## src/hw/rtl/qbm_pkg.sv

```systemverilog
package qbm_pkg;

    typedef enum logic [1:0] {
        PH_WAIT = 2'd0,
        PH_SCAN = 2'd1,
        PH_DONE = 2'd2
    } t_phase;

    typedef enum logic [1:0] {
        KIND_ROUND  = 2'd0,
        KIND_SQUARE = 2'd1,
        KIND_CURLY  = 2'd2,
        KIND_ANGLE  = 2'd3
    } t_kind;

    localparam logic [7:0] CH_OPEN_ROUND   = 8'h28; // (
    localparam logic [7:0] CH_CLOSE_ROUND  = 8'h29; // )
    localparam logic [7:0] CH_OPEN_SQUARE  = 8'h5B; // [
    localparam logic [7:0] CH_CLOSE_SQUARE = 8'h5D; // ]
    localparam logic [7:0] CH_OPEN_CURLY   = 8'h7B; // {
    localparam logic [7:0] CH_CLOSE_CURLY  = 8'h7D; // }
    localparam logic [7:0] CH_OPEN_ANGLE   = 8'h3C; // <
    localparam logic [7:0] CH_CLOSE_ANGLE  = 8'h3E; // >
    localparam logic [7:0] CH_DQUOTE       = 8'h22; // "
    localparam logic [7:0] CH_SQUOTE       = 8'h27; // '
    localparam logic [7:0] CH_BACKSLASH    = 8'h5C; // backslash

    function automatic logic [7:0] open_of(input t_kind kind);
        logic [7:0] c;
        unique case (kind)
            KIND_ROUND:  c = CH_OPEN_ROUND;
            KIND_SQUARE: c = CH_OPEN_SQUARE;
            KIND_CURLY:  c = CH_OPEN_CURLY;
            KIND_ANGLE:  c = CH_OPEN_ANGLE;
            default:     c = CH_OPEN_ROUND;
        endcase
        return c;
    endfunction

    function automatic logic [7:0] close_of(input t_kind kind);
        logic [7:0] c;
        unique case (kind)
            KIND_ROUND:  c = CH_CLOSE_ROUND;
            KIND_SQUARE: c = CH_CLOSE_SQUARE;
            KIND_CURLY:  c = CH_CLOSE_CURLY;
            KIND_ANGLE:  c = CH_CLOSE_ANGLE;
            default:     c = CH_CLOSE_ROUND;
        endcase
        return c;
    endfunction

endpackage

```

## src/hw/rtl/qbm_if.sv

```systemverilog
interface qbm_byte_if;
    logic       valid;
    logic       ready;
    logic [7:0] char_byte;
    logic       last;

    modport source (output valid, output char_byte, output last, input ready);
    modport sink   (input valid, input char_byte, input last, output ready);
endinterface

interface qbm_result_if #(
    parameter int INDEX_WIDTH = 16
);
    logic                   valid;
    logic                   ready;
    logic                   found;
    logic [INDEX_WIDTH-1:0] match_position;

    modport source (output valid, output found, output match_position, input ready);
    modport sink   (input valid, input found, input match_position, output ready);
endinterface

interface qbm_cfg_if #(
    parameter int INDEX_WIDTH = 16
);
    logic                   valid;
    logic                   ready;
    logic [INDEX_WIDTH-1:0] start_position;

    modport source (output valid, output start_position, input ready);
    modport sink   (input valid, input start_position, output ready);
endinterface

```

## src/hw/rtl/quoted_bracket_matcher.sv

```systemverilog
// Quoted bracket matcher.
// i_req carries message bytes (char_byte, last), one request per byte, the
// first byte of each message at index 0. o_res carries at most one result
// per message: found and match_position (0 when not found). i_cfg writes
// start_position, the index of the opening bracket; write it only while the
// block is idle. i_cfg is always ready.
// A result is registered and appears on o_res in the cycle after the byte
// that causes it is accepted. Throughput: one byte per cycle while o_res
// is not stalling; the per-byte update is a single pass through the byte
// compare and depth logic into the state and result registers.
// Stall: the result register holds its request while o_res.ready is low; a
// new byte is still taken while the result register is empty or is being
// drained in the same cycle, so i_req.ready = !o_res.valid | o_res.ready.
// Reset (synchronous, i_rst_n low): start_position returns to 0, message
// state clears to waiting-for-start, and the result register empties.
// After the byte marked last the message state clears for the next message.
module quoted_bracket_matcher #(
    parameter int INDEX_WIDTH = 16
) (
    input  logic                    i_clk,
    input  logic                    i_rst_n,
    qbm_byte_if.sink                i_req,
    qbm_result_if.source            o_res,
    qbm_cfg_if.sink                 i_cfg
);

    localparam logic [INDEX_WIDTH-1:0] IDX_MAX = {INDEX_WIDTH{1'b1}};

    // Configuration
    logic [INDEX_WIDTH-1:0] r_start;

    // Message state
    logic [INDEX_WIDTH-1:0] r_idx,   n_idx;
    logic [INDEX_WIDTH-1:0] r_depth, n_depth;
    logic                   r_inq,   n_inq;
    logic                   r_qsgl,  n_qsgl;
    logic                   r_bs,    n_bs;
    qbm_pkg::t_kind         r_kind,  n_kind;
    qbm_pkg::t_phase        r_phase, n_phase;

    // Result register
    logic                   r_out_valid;
    logic                   r_found;
    logic [INDEX_WIDTH-1:0] r_pos;

    // Per-byte decode
    logic                   w_acc;
    logic [7:0]             w_c;
    logic                   w_hit;      // match or bad start on this byte
    logic                   w_hit_found;
    logic                   w_emit;
    logic                   w_is_quote;
    logic                   w_is_single;
    logic                   w_open_ok;
    qbm_pkg::t_kind         w_open_kind;
    qbm_pkg::t_phase        w_scan_phase; // phase after the byte, before end handling

    assign i_cfg.ready = 1'b1;
    assign i_req.ready = !r_out_valid || o_res.ready;
    assign w_acc       = i_req.valid && i_req.ready;
    assign w_c         = i_req.char_byte;

    assign o_res.valid          = r_out_valid;
    assign o_res.found          = r_found;
    assign o_res.match_position = r_pos;

    assign w_is_quote  = (w_c == qbm_pkg::CH_DQUOTE) || (w_c == qbm_pkg::CH_SQUOTE);
    assign w_is_single = (w_c == qbm_pkg::CH_SQUOTE);

    // Classify the byte as an opening bracket of some kind
    always_comb begin
        w_open_ok   = 1'b1;
        w_open_kind = qbm_pkg::KIND_ROUND;
        unique case (w_c)
            qbm_pkg::CH_OPEN_ROUND:  w_open_kind = qbm_pkg::KIND_ROUND;
            qbm_pkg::CH_OPEN_SQUARE: w_open_kind = qbm_pkg::KIND_SQUARE;
            qbm_pkg::CH_OPEN_CURLY:  w_open_kind = qbm_pkg::KIND_CURLY;
            qbm_pkg::CH_OPEN_ANGLE:  w_open_kind = qbm_pkg::KIND_ANGLE;
            default:                 w_open_ok   = 1'b0;
        endcase
    end

    // Next state: scan step, then end-of-message and index handling
    always_comb begin
        n_depth      = r_depth;
        n_inq        = r_inq;
        n_qsgl       = r_qsgl;
        n_kind       = r_kind;
        w_scan_phase = r_phase;
        w_hit        = 1'b0;
        w_hit_found  = 1'b0;

        unique case (r_phase)
            qbm_pkg::PH_WAIT: begin
                if (r_idx == r_start) begin
                    if (!w_open_ok) begin
                        // Not a bracket at start: report not found now
                        w_hit        = 1'b1;
                        w_scan_phase = qbm_pkg::PH_DONE;
                    end else begin
                        n_kind       = w_open_kind;
                        n_depth      = {{(INDEX_WIDTH-1){1'b0}}, 1'b1};
                        n_inq        = 1'b0;
                        n_qsgl       = 1'b0;
                        w_scan_phase = qbm_pkg::PH_SCAN;
                    end
                end
            end
            qbm_pkg::PH_SCAN: begin
                if (w_is_quote) begin
                    if (!r_bs) begin
                        if (!r_inq) begin
                            n_inq  = 1'b1;
                            n_qsgl = w_is_single;
                        end else if (r_qsgl == w_is_single) begin
                            n_inq  = 1'b0;
                            n_qsgl = 1'b0;
                        end
                    end
                end else if (w_c == qbm_pkg::open_of(r_kind)) begin
                    if (!r_inq && !r_bs && r_depth != IDX_MAX) begin
                        n_depth = r_depth + {{(INDEX_WIDTH-1){1'b0}}, 1'b1};
                    end
                end else if (w_c == qbm_pkg::close_of(r_kind)) begin
                    if (!r_inq && !r_bs && r_depth != '0) begin
                        n_depth = r_depth - {{(INDEX_WIDTH-1){1'b0}}, 1'b1};
                        if (r_depth == {{(INDEX_WIDTH-1){1'b0}}, 1'b1}) begin
                            w_hit        = 1'b1;
                            w_hit_found  = 1'b1;
                            w_scan_phase = qbm_pkg::PH_DONE;
                        end
                    end
                end
            end
            default: ;
        endcase

        n_bs    = (w_c == qbm_pkg::CH_BACKSLASH);
        n_phase = w_scan_phase;
        n_idx   = r_idx + {{(INDEX_WIDTH-1){1'b0}}, 1'b1};

        if (i_req.last) begin
            // Clear for the next message
            n_idx   = '0;
            n_depth = '0;
            n_inq   = 1'b0;
            n_qsgl  = 1'b0;
            n_bs    = 1'b0;
            n_kind  = qbm_pkg::KIND_ROUND;
            n_phase = qbm_pkg::PH_WAIT;
        end else if (r_idx == IDX_MAX) begin
            // Message too long: hold the index and stop scanning
            n_idx   = IDX_MAX;
            n_phase = qbm_pkg::PH_DONE;
        end
    end

    // Result: a hit, or a message end/overflow with no result given yet
    always_comb begin
        w_emit = w_hit ||
                 ((i_req.last || r_idx == IDX_MAX) && w_scan_phase != qbm_pkg::PH_DONE);
    end

    always_ff @(posedge i_clk) begin
        if (!i_rst_n) begin
            r_start     <= '0;
            r_idx       <= '0;
            r_depth     <= '0;
            r_inq       <= 1'b0;
            r_qsgl      <= 1'b0;
            r_bs        <= 1'b0;
            r_kind      <= qbm_pkg::KIND_ROUND;
            r_phase     <= qbm_pkg::PH_WAIT;
            r_out_valid <= 1'b0;
        end else begin
            if (i_cfg.valid) begin
                r_start <= i_cfg.start_position;
            end
            if (w_acc) begin
                r_idx   <= n_idx;
                r_depth <= n_depth;
                r_inq   <= n_inq;
                r_qsgl  <= n_qsgl;
                r_bs    <= n_bs;
                r_kind  <= n_kind;
                r_phase <= n_phase;
            end
            // Drop the taken result, load a new one from this byte
            if (w_acc) begin
                r_out_valid <= w_emit;
            end else if (o_res.ready) begin
                r_out_valid <= 1'b0;
            end
        end
    end

    // Result payload, loaded with its valid bit
    always_ff @(posedge i_clk) begin
        if (w_acc && w_emit) begin
            r_found <= w_hit_found;
            r_pos   <= w_hit_found ? r_idx : '0;
        end
    end

endmodule

```

## src/flat_wrapper.sv

```systemverilog
// flat-port wrapper written by rule: the top's interface ports become plain ports
module quoted_bracket_matcher_flat 
#(
    parameter int INDEX_WIDTH = 16
)
  (i_clk, i_rst_n, i_req_valid, i_req_char_byte, i_req_last, i_req_ready, o_res_valid, o_res_found, o_res_match_position, o_res_ready, i_cfg_valid, i_cfg_start_position, i_cfg_ready);
  qbm_byte_if i_req_i ();
  qbm_result_if #(.INDEX_WIDTH(INDEX_WIDTH)) o_res_i ();
  qbm_cfg_if #(.INDEX_WIDTH(INDEX_WIDTH)) i_cfg_i ();
  input  logic i_clk;
  input  logic i_rst_n;
  input wire logic [$bits(i_req_i.valid)-1:0] i_req_valid;
  input wire logic [$bits(i_req_i.char_byte)-1:0] i_req_char_byte;
  input wire logic [$bits(i_req_i.last)-1:0] i_req_last;
  output wire logic [$bits(i_req_i.ready)-1:0] i_req_ready;
  output wire logic [$bits(o_res_i.valid)-1:0] o_res_valid;
  output wire logic [$bits(o_res_i.found)-1:0] o_res_found;
  output wire logic [$bits(o_res_i.match_position)-1:0] o_res_match_position;
  input wire logic [$bits(o_res_i.ready)-1:0] o_res_ready;
  input wire logic [$bits(i_cfg_i.valid)-1:0] i_cfg_valid;
  input wire logic [$bits(i_cfg_i.start_position)-1:0] i_cfg_start_position;
  output wire logic [$bits(i_cfg_i.ready)-1:0] i_cfg_ready;
  assign i_req_i.valid = i_req_valid;
  assign i_req_i.char_byte = i_req_char_byte;
  assign i_req_i.last = i_req_last;
  assign i_req_ready = i_req_i.ready;
  assign o_res_valid = o_res_i.valid;
  assign o_res_found = o_res_i.found;
  assign o_res_match_position = o_res_i.match_position;
  assign o_res_i.ready = o_res_ready;
  assign i_cfg_i.valid = i_cfg_valid;
  assign i_cfg_i.start_position = i_cfg_start_position;
  assign i_cfg_ready = i_cfg_i.ready;
  quoted_bracket_matcher #(.INDEX_WIDTH(INDEX_WIDTH)) u_core (.i_clk(i_clk), .i_rst_n(i_rst_n), .i_req(i_req_i), .o_res(o_res_i), .i_cfg(i_cfg_i));
endmodule
```

## config.mk

```make
export PLATFORM = sky130hd
export DESIGN_NAME = quoted_bracket_matcher_flat
export DESIGN_NICKNAME = d
export VERILOG_FILES = /design/src/hw/rtl/qbm_pkg.sv /design/src/hw/rtl/qbm_if.sv /design/src/hw/rtl/quoted_bracket_matcher.sv /design/src/flat_wrapper.sv
export SDC_FILE = /design/constraint.sdc
export NUM_CORES = 1
export LEC_CHECK = 0
export ABC_AREA = 0
export BUFFER_PORTS_ARGS = -buffer_cell sky130_fd_sc_hd__buf_2
export CAP_MARGIN = 10
export CORE_MARGIN = 1
export CORE_UTILIZATION = 32
export DETAILED_ROUTE_END_ITERATION = 8
export HOLD_SLACK_MARGIN = 0.05
export PLACE_DENSITY = 0.58
export SLEW_MARGIN = 25
export SYNTH_ARGS = -nofsm -noshare
export SYNTH_HDL_FRONTEND = slang
export SYNTH_SLANG_ARGS = --single-unit
```

## constraint.sdc

```tcl
create_clock -name i_clk -period 3.78 [get_ports i_clk]
set_input_delay 0.378 -clock i_clk [delete_from_list [all_inputs] [get_ports i_clk]]
set_output_delay 0.378 -clock i_clk [all_outputs]
set_load 0.01 [all_outputs]
```

==> results of run 1 <==
cells in the mapped netlist (all sizes together) (3+ instances only):
| cell type | number | area [um^2] |
|---|---|---|
| a32oi | 3 | 26.28 |
| and4 | 5 | 43.79 |
| a211oi | 3 | 22.52 |
| nand2 | 20 | 77.58 |
| a31oi | 11 | 68.82 |
| and2 | 10 | 62.56 |
| and3 | 29 | 181.4 |
| edfxtp | 17 | 510.5 |
| o31ai | 3 | 36.28 |
| dfxtp | 56 | 1121 |
| nand4 | 8 | 50.05 |
| o21ai | 25 | 125.1 |
| nor3 | 13 | 65.06 |
| inv | 8 | 30.03 |
| nor2b | 3 | 18.77 |
| nor2 | 47 | 176.4 |
| xor2 | 18 | 157.7 |
| nor3b | 3 | 22.52 |
| a22oi | 5 | 37.54 |
| xnor2 | 9 | 78.83 |
| buf | 6 | 45.04 |
| nor4 | 13 | 96.34 |
| ha | 9 | 112.6 |
| or3 | 14 | 87.58 |
| a21oi | 44 | 224.0 |
| nand3 | 13 | 65.06 |
| o221a | 6 | 67.56 |
| nand2b | 4 | 25.02 |
| clkbuf | 25 | 93.84 |
| mux2i | 17 | 170.2 |
worst min-delay path, stage by stage:
cell	delay [ns]
sky130_fd_sc_hd__buf_2	0.07
sky130_fd_sc_hd__mux2i_1	0.05
sky130_fd_sc_hd__nor2_1	0.07
per-stage QoR:
stage                 util  cell area, um^2
floorplan                -             4089
global placement    0.3639             4444
detailed placement  0.3639             4444
CTS                 0.3881             4740
global route        0.3881             4740
finish              0.3881             4740
per-layer routing:
metal	wire length, um	track usage	vias to the layer above
met4	114	0.05541	0
met2	4382	0.2418	114
li1	-	-	1784
met1	5020	0.2217	1645
met3	478	0.03268	9
met5	0	0	-
final timing paths:
| check | from | endpoint | slack (ns) | depth (start not counted) |
|---|---|---|---|---|
| worst max-delay path | u_core.r_kind[0] | u_core.r_depth[8] | 0.86 | 10 |
| worst min-delay path | i_cfg_start_position[12] | u_core.r_start[12] | 0.28 | 3 |
| worst max register to register | u_core.r_kind[0] | u_core.r_depth[8] | 0.86 | 10 |
| worst min register to register | u_core.r_qsgl | u_core.r_qsgl | 0.49 | 2 |
registers in the layout, indices dropped and copies added, names as in the netlist:
signal,flops
u_core.o_res.found,1
u_core.o_res.match_position,16
u_core.o_res.valid,1
u_core.r_bs,1
u_core.r_depth,16
u_core.r_idx,16
u_core.r_inq,1
u_core.r_kind,2
u_core.r_phase,2
u_core.r_qsgl,1
u_core.r_start,16
cell families (layout without fill, tap and decap cells):
group                      Yosys count  count (layout)  share of synthesized area
AOI/OAI and AO/OA                  111             111                     0.1744
xor gates and xnor gates            27              27                    0.05783
buffers and inverters               40              78                    0.04223
muxes                               17              17                    0.04161
adders and majority gates            9               9                    0.02754
other                                1               1                  0.0009171
and+or+nand+nor                    190             190                     0.2564
DFF                                 73              73                     0.3990
layout by cell type, fill, tap and decap left out, drive strengths merged, types with 10 or more instances in the layout:
cell type,instances
edfxtp,17
buf,53
a31oi,11
and3,29
clkbuf,10
nor4,13
nor3,13
nand3,13
nand2,20
xor2,18
or3,14
dfxtp,56
a21oi,44
mux2i,17
and2,10
o21ai,25
inv,10
nor2,47
where the power goes:
part | switching, W | internal, W
logic | 0.000140 | 0.0000955
clock network | 0.000339 | 0.000513
registers | 0.0000280 | 0.000827
final cells by class:
| cell class | instances | area (um^2) | area share |
|---|---|---|---|
| clock inverter | 6 | 66.31 | 0.01399 |
| clock buffer | 10 | 229.0 | 0.04831 |
| multi-input combinational | 355 | 2291 | 0.4834 |
| sequential | 73 | 1632 | 0.3442 |
| tap | 168 | 210.2 | 0.04435 |
| inverter | 9 | 33.78 | 0.007128 |
| timing repair buffer | 53 | 277.8 | 0.05861 |
==> qor_table.md, run 1 <==
| Quantity | Value |
| --- | --- |
| Die footprint | 0.01323 mm^2 |
| Largest net degree at the start of global routing | 33 |
| Die width | 115.0 um |
| Drc violations | 0 |
| DRT iter0 DRCs | 271 |
| Cell Chain, Critical Path | inv_1 > ha_1 > and3_1 > o211a_1 > and3_1 > a311oi_2 > o211ai_2 > buf_4 > or3_1 > a21oi_1 |
| Clock root buffer | sky130_fd_sc_hd__clkbuf_16 |
| Post-CTS setup buffer count | 0 |
| Die Height | 115.0 um |
| Slew at the pin with the worst max-slew slack | 0.9223 ns |
| Post-detailed-route count of antenna-violating nets | 0 |
| Max Cap Viol | 0 |
| Layout Cells excl Fill | 674 |
| Number of hold-slack violations in the final timing report | 0 |
| Final worst hold slack | 0.2756 ns |
| Count of cells resized by post-cts repair | 0 |
| Total setup violations reported at the end of the flow | 0 |
| Number of nets produced by synthesis | 507 |
| Post-Syn Instances | 468 |
| Critical path required time | 4.04 ns |
| Number of antenna violations at the first check in global routing | 0 |
| Number of clock sinks | 73 |
| Global-route wire length before repair | 16.46 mm |
| Worst-case setup margin in the final layout | 0.8598 ns |
| Peak ir drop on the vdd network | 0.2235 mV |
| Arrival time reported for the critical path endpoint | 3.18 ns |
| Result of the run | finished clean |
| Yosys cell types | 54 |
| Class of the most critical hold timing path | primary input to flop |
| Overall fraction of global-route tracks in use | 0.1585 |
| Mapped cell area | 0.004089 mm^2 |
| Share of flip-flops with an asynchronous set or reset | 0 |
| Setup Total Neg Slack | 0 ns |
| Post-route total power | 0.001943 W |
| Most used flip-flop cell after synthesis | sky130_fd_sc_hd__dfxtp_1 |
| Max Fanout on Critical Path | 20 |
| Layout net count | 540 |
| Worst setup SP type | flop |
| Count of pins over their slew limit | 0 |
| Number of CTS-inserted buffers | 9 |
| Total buffers and inverters traversed by the critical path | 2 |
| Count of buffers from port buffering | 48 |
| Site Rows | 40 |
| Quantity of hold-fixing buffers added after cts | 0 |
| CORE AREA | 0.01221 mm^2 |
| Post-CTS clock slew at the launch and capture registers of the worst setup and hold paths | 0.06 ns |
| Via count of the first global-routing pass | 3330 |
| Number of synthesized register bits | 73 |
| TritonCTS clock tree | built |
| Slowest CP cell | sky130_fd_sc_hd__dfxtp_1 |
| Clock period minus final worst setup slack | 2.920 ns |
| Number of antenna repair diodes | 0 |
| Total via count after detailed routing | 3552 |
| Power density over the cells | 409.9 mW/mm^2 |
| Final HPWL from detailed placement | 7.247 mm |
| Final Wtd Congestion | 0.8524 |
| Share of the yosys chip area belonging to registers | 0.3990 |
| Number of placed I/O pins | 50 |
| Family with the most delay on the worst path | compound AO/OA/AOI/OAI gates |
| Drt first pass iters | 4 |
| Number of filler instances in the final layout | 1280 |
| Nature of the critical path endpoint | flop |
| Cell seen most often among critical-path stages | sky130_fd_sc_hd__and3_1 |
| H-Tree Depth | 3 |
| Final global-route overflow total | 0 |
| Largest buffer count on any clock path | 2 |
| Cell total after placement | 658 |
| Leakage power | 1.960 nW |
| Startpoint-to-endpoint class of the critical path | flop to flop |
| Worst-case clock skew | 0.007881 ns |
| Final cycle utilization of the critical path | 0.7726 |
| Syn. warnings | 0 |
| Post-synthesis to final-layout area growth | 15.91% |
| Largest incremental delay on the critical path | 0.40 ns |
| Number of enable flip-flop cells after synthesis | 17 |
| Detail-routed net length per standard cell | 14.83 um |
| Later-pin clock latency in the skew report | 0.34 ns |
| Final Routed Wirelength | 9.996 mm |
| Fraction of layout cells with a size suffix above 1 | 0.1680 |
| Setup repair after global routing missed its margin | false |
| Avg Cell Area, Syn | 8.737 um^2 |
| Pre-CTS setup slack | 0.9049 ns |
| Highest clock frequency the design can meet | 342.4 MHz |
| Relative slew margins | 0.3837 |
| Starting utilization of the core area | 0.3348 |
| Post-detailed-route via-to-cell ratio | 5.270 |
Power figures use the tool's default switching activity.
==> run 2: changes to the inputs <==
==> constraint.sdc (replaced) <==
create_clock -name i_clk -period 3 [get_ports i_clk]
set_input_delay 0.3 -clock i_clk [delete_from_list [all_inputs] [get_ports i_clk]]
set_output_delay 0.3 -clock i_clk [all_outputs]
set_load 0.01 [all_outputs]
==> qor_table.md, run 2 (synthesis results as in run 1) <==
| Quantity | Value | vs previous |
| --- | --- | --- |
| Drt first pass iters | 4 | unchanged |
| Number of antenna repair diodes | 0 | unchanged |
| R2R cell count | 10 | unchanged |
| Die Height | 115.0 um | unchanged |
| Worst-case setup margin in the final layout | 0.2213 ns | was 0.8598 ns |
| Relative slew margins | 0.3623 | was 0.3837 |
| Starting utilization of the core area | 0.3348 | unchanged |
| Class of the most critical hold timing path | primary input to flop | unchanged |
| Arrival time reported for the critical path endpoint | 3.03 ns | was 3.18 ns |
| Power density over the cells | 494.0 mW/mm^2 | was 409.9 mW/mm^2 |
| Setup repair after global routing missed its margin | false | unchanged |
| Worst flop-to-flop path startpoint | u_core.r_kind[0] | unchanged |
| Count of pins over their slew limit | 0 | unchanged |
| Number of clock sinks | 73 | unchanged |
| Site Rows | 40 | unchanged |
| Total setup violations reported at the end of the flow | 0 | unchanged |
| Final global-route overflow total | 0 | unchanged |
| Number of filler instances in the final layout | 1278 | was 1280 |
| H-Tree Depth | 3 | unchanged |
| Total via count after detailed routing | 3583 | was 3552 |
| Post-synthesis to final-layout area growth | 17.17% | was 15.91% |
| Number of placed I/O pins | 50 | unchanged |
| Leakage power | 1.986 nW | was 1.960 nW |
| Register-to-register setup slack | 0.22 ns | was 0.86 ns |
| Largest buffer count on any clock path | 2 | unchanged |
| Drc violations | 0 | unchanged |
| Final Wtd Congestion | 0.8411 | was 0.8524 |
| Later-pin clock latency in the skew report | 0.33 ns | was 0.34 ns |
| Final cycle utilization of the critical path | 0.9262 | was 0.7726 |
| Slew at the pin with the worst max-slew slack | 0.9507 ns | was 0.9223 ns |
| Startpoint-to-endpoint class of the critical path | flop to flop | unchanged |
| Worst setup SP type | flop | unchanged |
| Final HPWL from detailed placement | 7.273 mm | was 7.247 mm |
| Largest net degree at the start of global routing | 33 | unchanged |
| Post-detailed-route via-to-cell ratio | 5.277 | was 5.270 |
| Detail-routed net length per standard cell | 14.66 um | was 14.83 um |
| Peak ir drop on the vdd network | 0.2632 mV | was 0.2235 mV |
| Final Routed Wirelength | 9.955 mm | was 9.996 mm |
| Number of antenna violations at the first check in global routing | 0 | unchanged |
| Worst-case clock skew | 0.008880 ns | was 0.007881 ns |
| Via count of the first global-routing pass | 3396 | was 3330 |
| Nature of the critical path endpoint | flop | unchanged |
| Max Cap Viol | 0 | unchanged |
| Critical path required time | 3.25 ns | was 4.04 ns |
| Number of hold-slack violations in the final timing report | 0 | unchanged |
| Post-CTS clock slew at the launch and capture registers of the worst setup and hold paths | 0.06 ns | about the same |
| Number of CTS-inserted buffers | 9 | unchanged |
| Result of the run | finished clean | unchanged |
| Fraction of layout cells with a size suffix above 1 | 0.1781 | was 0.1680 |
| Clock period minus final worst setup slack | 2.779 ns | was 2.920 ns |
| Count of buffers from port buffering | 48 | unchanged |
| Clock root buffer | sky130_fd_sc_hd__clkbuf_16 | unchanged |
| Highest clock frequency the design can meet | 359.9 MHz | was 342.4 MHz |
| DRT iter0 DRCs | 176 | was 271 |
| Crit. Startpoint | u_core.r_kind[0] | unchanged |
| Global-route wire length before repair | 16.58 mm | was 16.46 mm |
| Layout net count | 545 | was 540 |
| CP Capture Point | u_core.r_depth[10] | was u_core.r_depth[8] |
| Overall fraction of global-route tracks in use | 0.1589 | was 0.1585 |
| Post-detailed-route count of antenna-violating nets | 0 | unchanged |
| Max Fanout on Critical Path | 28 | was 20 |
| Die footprint | 0.01323 mm^2 | unchanged |
| Most frequent cells in the layout | sky130_fd_sc_hd__dfxtp_1 (56), sky130_fd_sc_hd__buf_2 (48), sky130_fd_sc_hd__nor2_1 (47) | unchanged |
| Setup Total Neg Slack | 0 ns | unchanged |
| Most common library cell in the layout ignoring fill and taps | sky130_fd_sc_hd__dfxtp_1 | unchanged |
| Pre-CTS setup slack | 0.2381 ns | was 0.9049 ns |
| CORE AREA | 0.01221 mm^2 | unchanged |
| Worst R2R End | u_core.r_depth[10] | was u_core.r_depth[8] |
| Die width | 115.0 um | unchanged |
| TritonCTS clock tree | built | unchanged |
==> run 2: worst min-delay path by stage <==
| stage | startpoint | end | slack (ns) | depth (start not counted) |
|---|---|---|---|---|
| floorplan | i_cfg_start_position[0] | u_core.r_start[0] | 0.45 | 2 |
| global placement | u_core.r_qsgl | u_core.r_qsgl | 0.48 | 2 |
| detailed placement | u_core.r_qsgl | u_core.r_qsgl | 0.48 | 2 |
| CTS | i_cfg_start_position[13] | u_core.r_start[13] | 0.20 | 3 |
| global route | i_cfg_start_position[12] | u_core.r_start[12] | 0.20 | 3 |
| finish | i_cfg_start_position[9] | u_core.r_start[9] | 0.20 | 3 |
==> run 2: metal layers <==
metal | GRT usage | share of wire | vias up
li1 | - | - | 1799
met1 | 0.2126 | 0.49 | 1693
met2 | 0.2546 | 0.46 | 83
met5 | 0 | 0 | -
met4 | 0.05974 | 0.016 | 0
met3 | 0.02952 | 0.040 | 8
==> run 2: layout make-up <==
cell class                 count  area (um^2)  area share
timing repair buffer          58        319.1     0.06660
multi-input combinational    355         2322      0.4847
inverter                       9        33.78    0.007051
sequential                    73         1632      0.3406
clock buffer                  11        242.7     0.05067
clock inverter                 5        31.28    0.006529
tap                          168        210.2     0.04388
==> run 2: timing repair <==
| action | 4_1_cts | 5_1_grt |
|---|---|---|
| hold buffers | 0 | 0 |
| setup buffers | 0 | 3 |
| gates resized for setup | 0 | 3 |
| setup endpoints to repair | 0 | 19 |
==> run 2: report_power, final <==
part | internal [W] | switching (W)
clock network | 0.000579 | 0.000404
logic | 0.000124 | 0.000181
registers | 0.00104 | 0.0000363
total | 0.00175 | 0.000621
==> run 2: metrics by stage <==
stage / instances / hold slack [ns] / instance area, um^2 / power [W] / utilization
global placement: 660 / 0.4756 / 4471 / 0.001391 / 0.3661
floorplan: 468 / 0.4474 / 4100 / 0.001312 / -
global route: 679 / 0.2047 / 4791 / 0.002472 / 0.3923
CTS: 676 / 0.1961 / 4745 / 0.002383 / 0.3885
detailed placement: 660 / 0.4816 / 4471 / 0.001400 / 0.3661
finish: 679 / 0.2029 / 4791 / 0.002367 / 0.3923
==> run 2: critical path: stages, from the launching register on <==
cell	delay (ns)
sky130_fd_sc_hd__dfxtp_1	0.40
sky130_fd_sc_hd__inv_1	0.07
sky130_fd_sc_hd__ha_1	0.33
sky130_fd_sc_hd__xor2_1	0.20
sky130_fd_sc_hd__nor4_4	0.34
sky130_fd_sc_hd__nand3_1	0.18
sky130_fd_sc_hd__a311oi_4	0.30
sky130_fd_sc_hd__o211ai_2	0.12
sky130_fd_sc_hd__buf_4	0.25
sky130_fd_sc_hd__or3_1	0.36
sky130_fd_sc_hd__a21oi_1	0.15
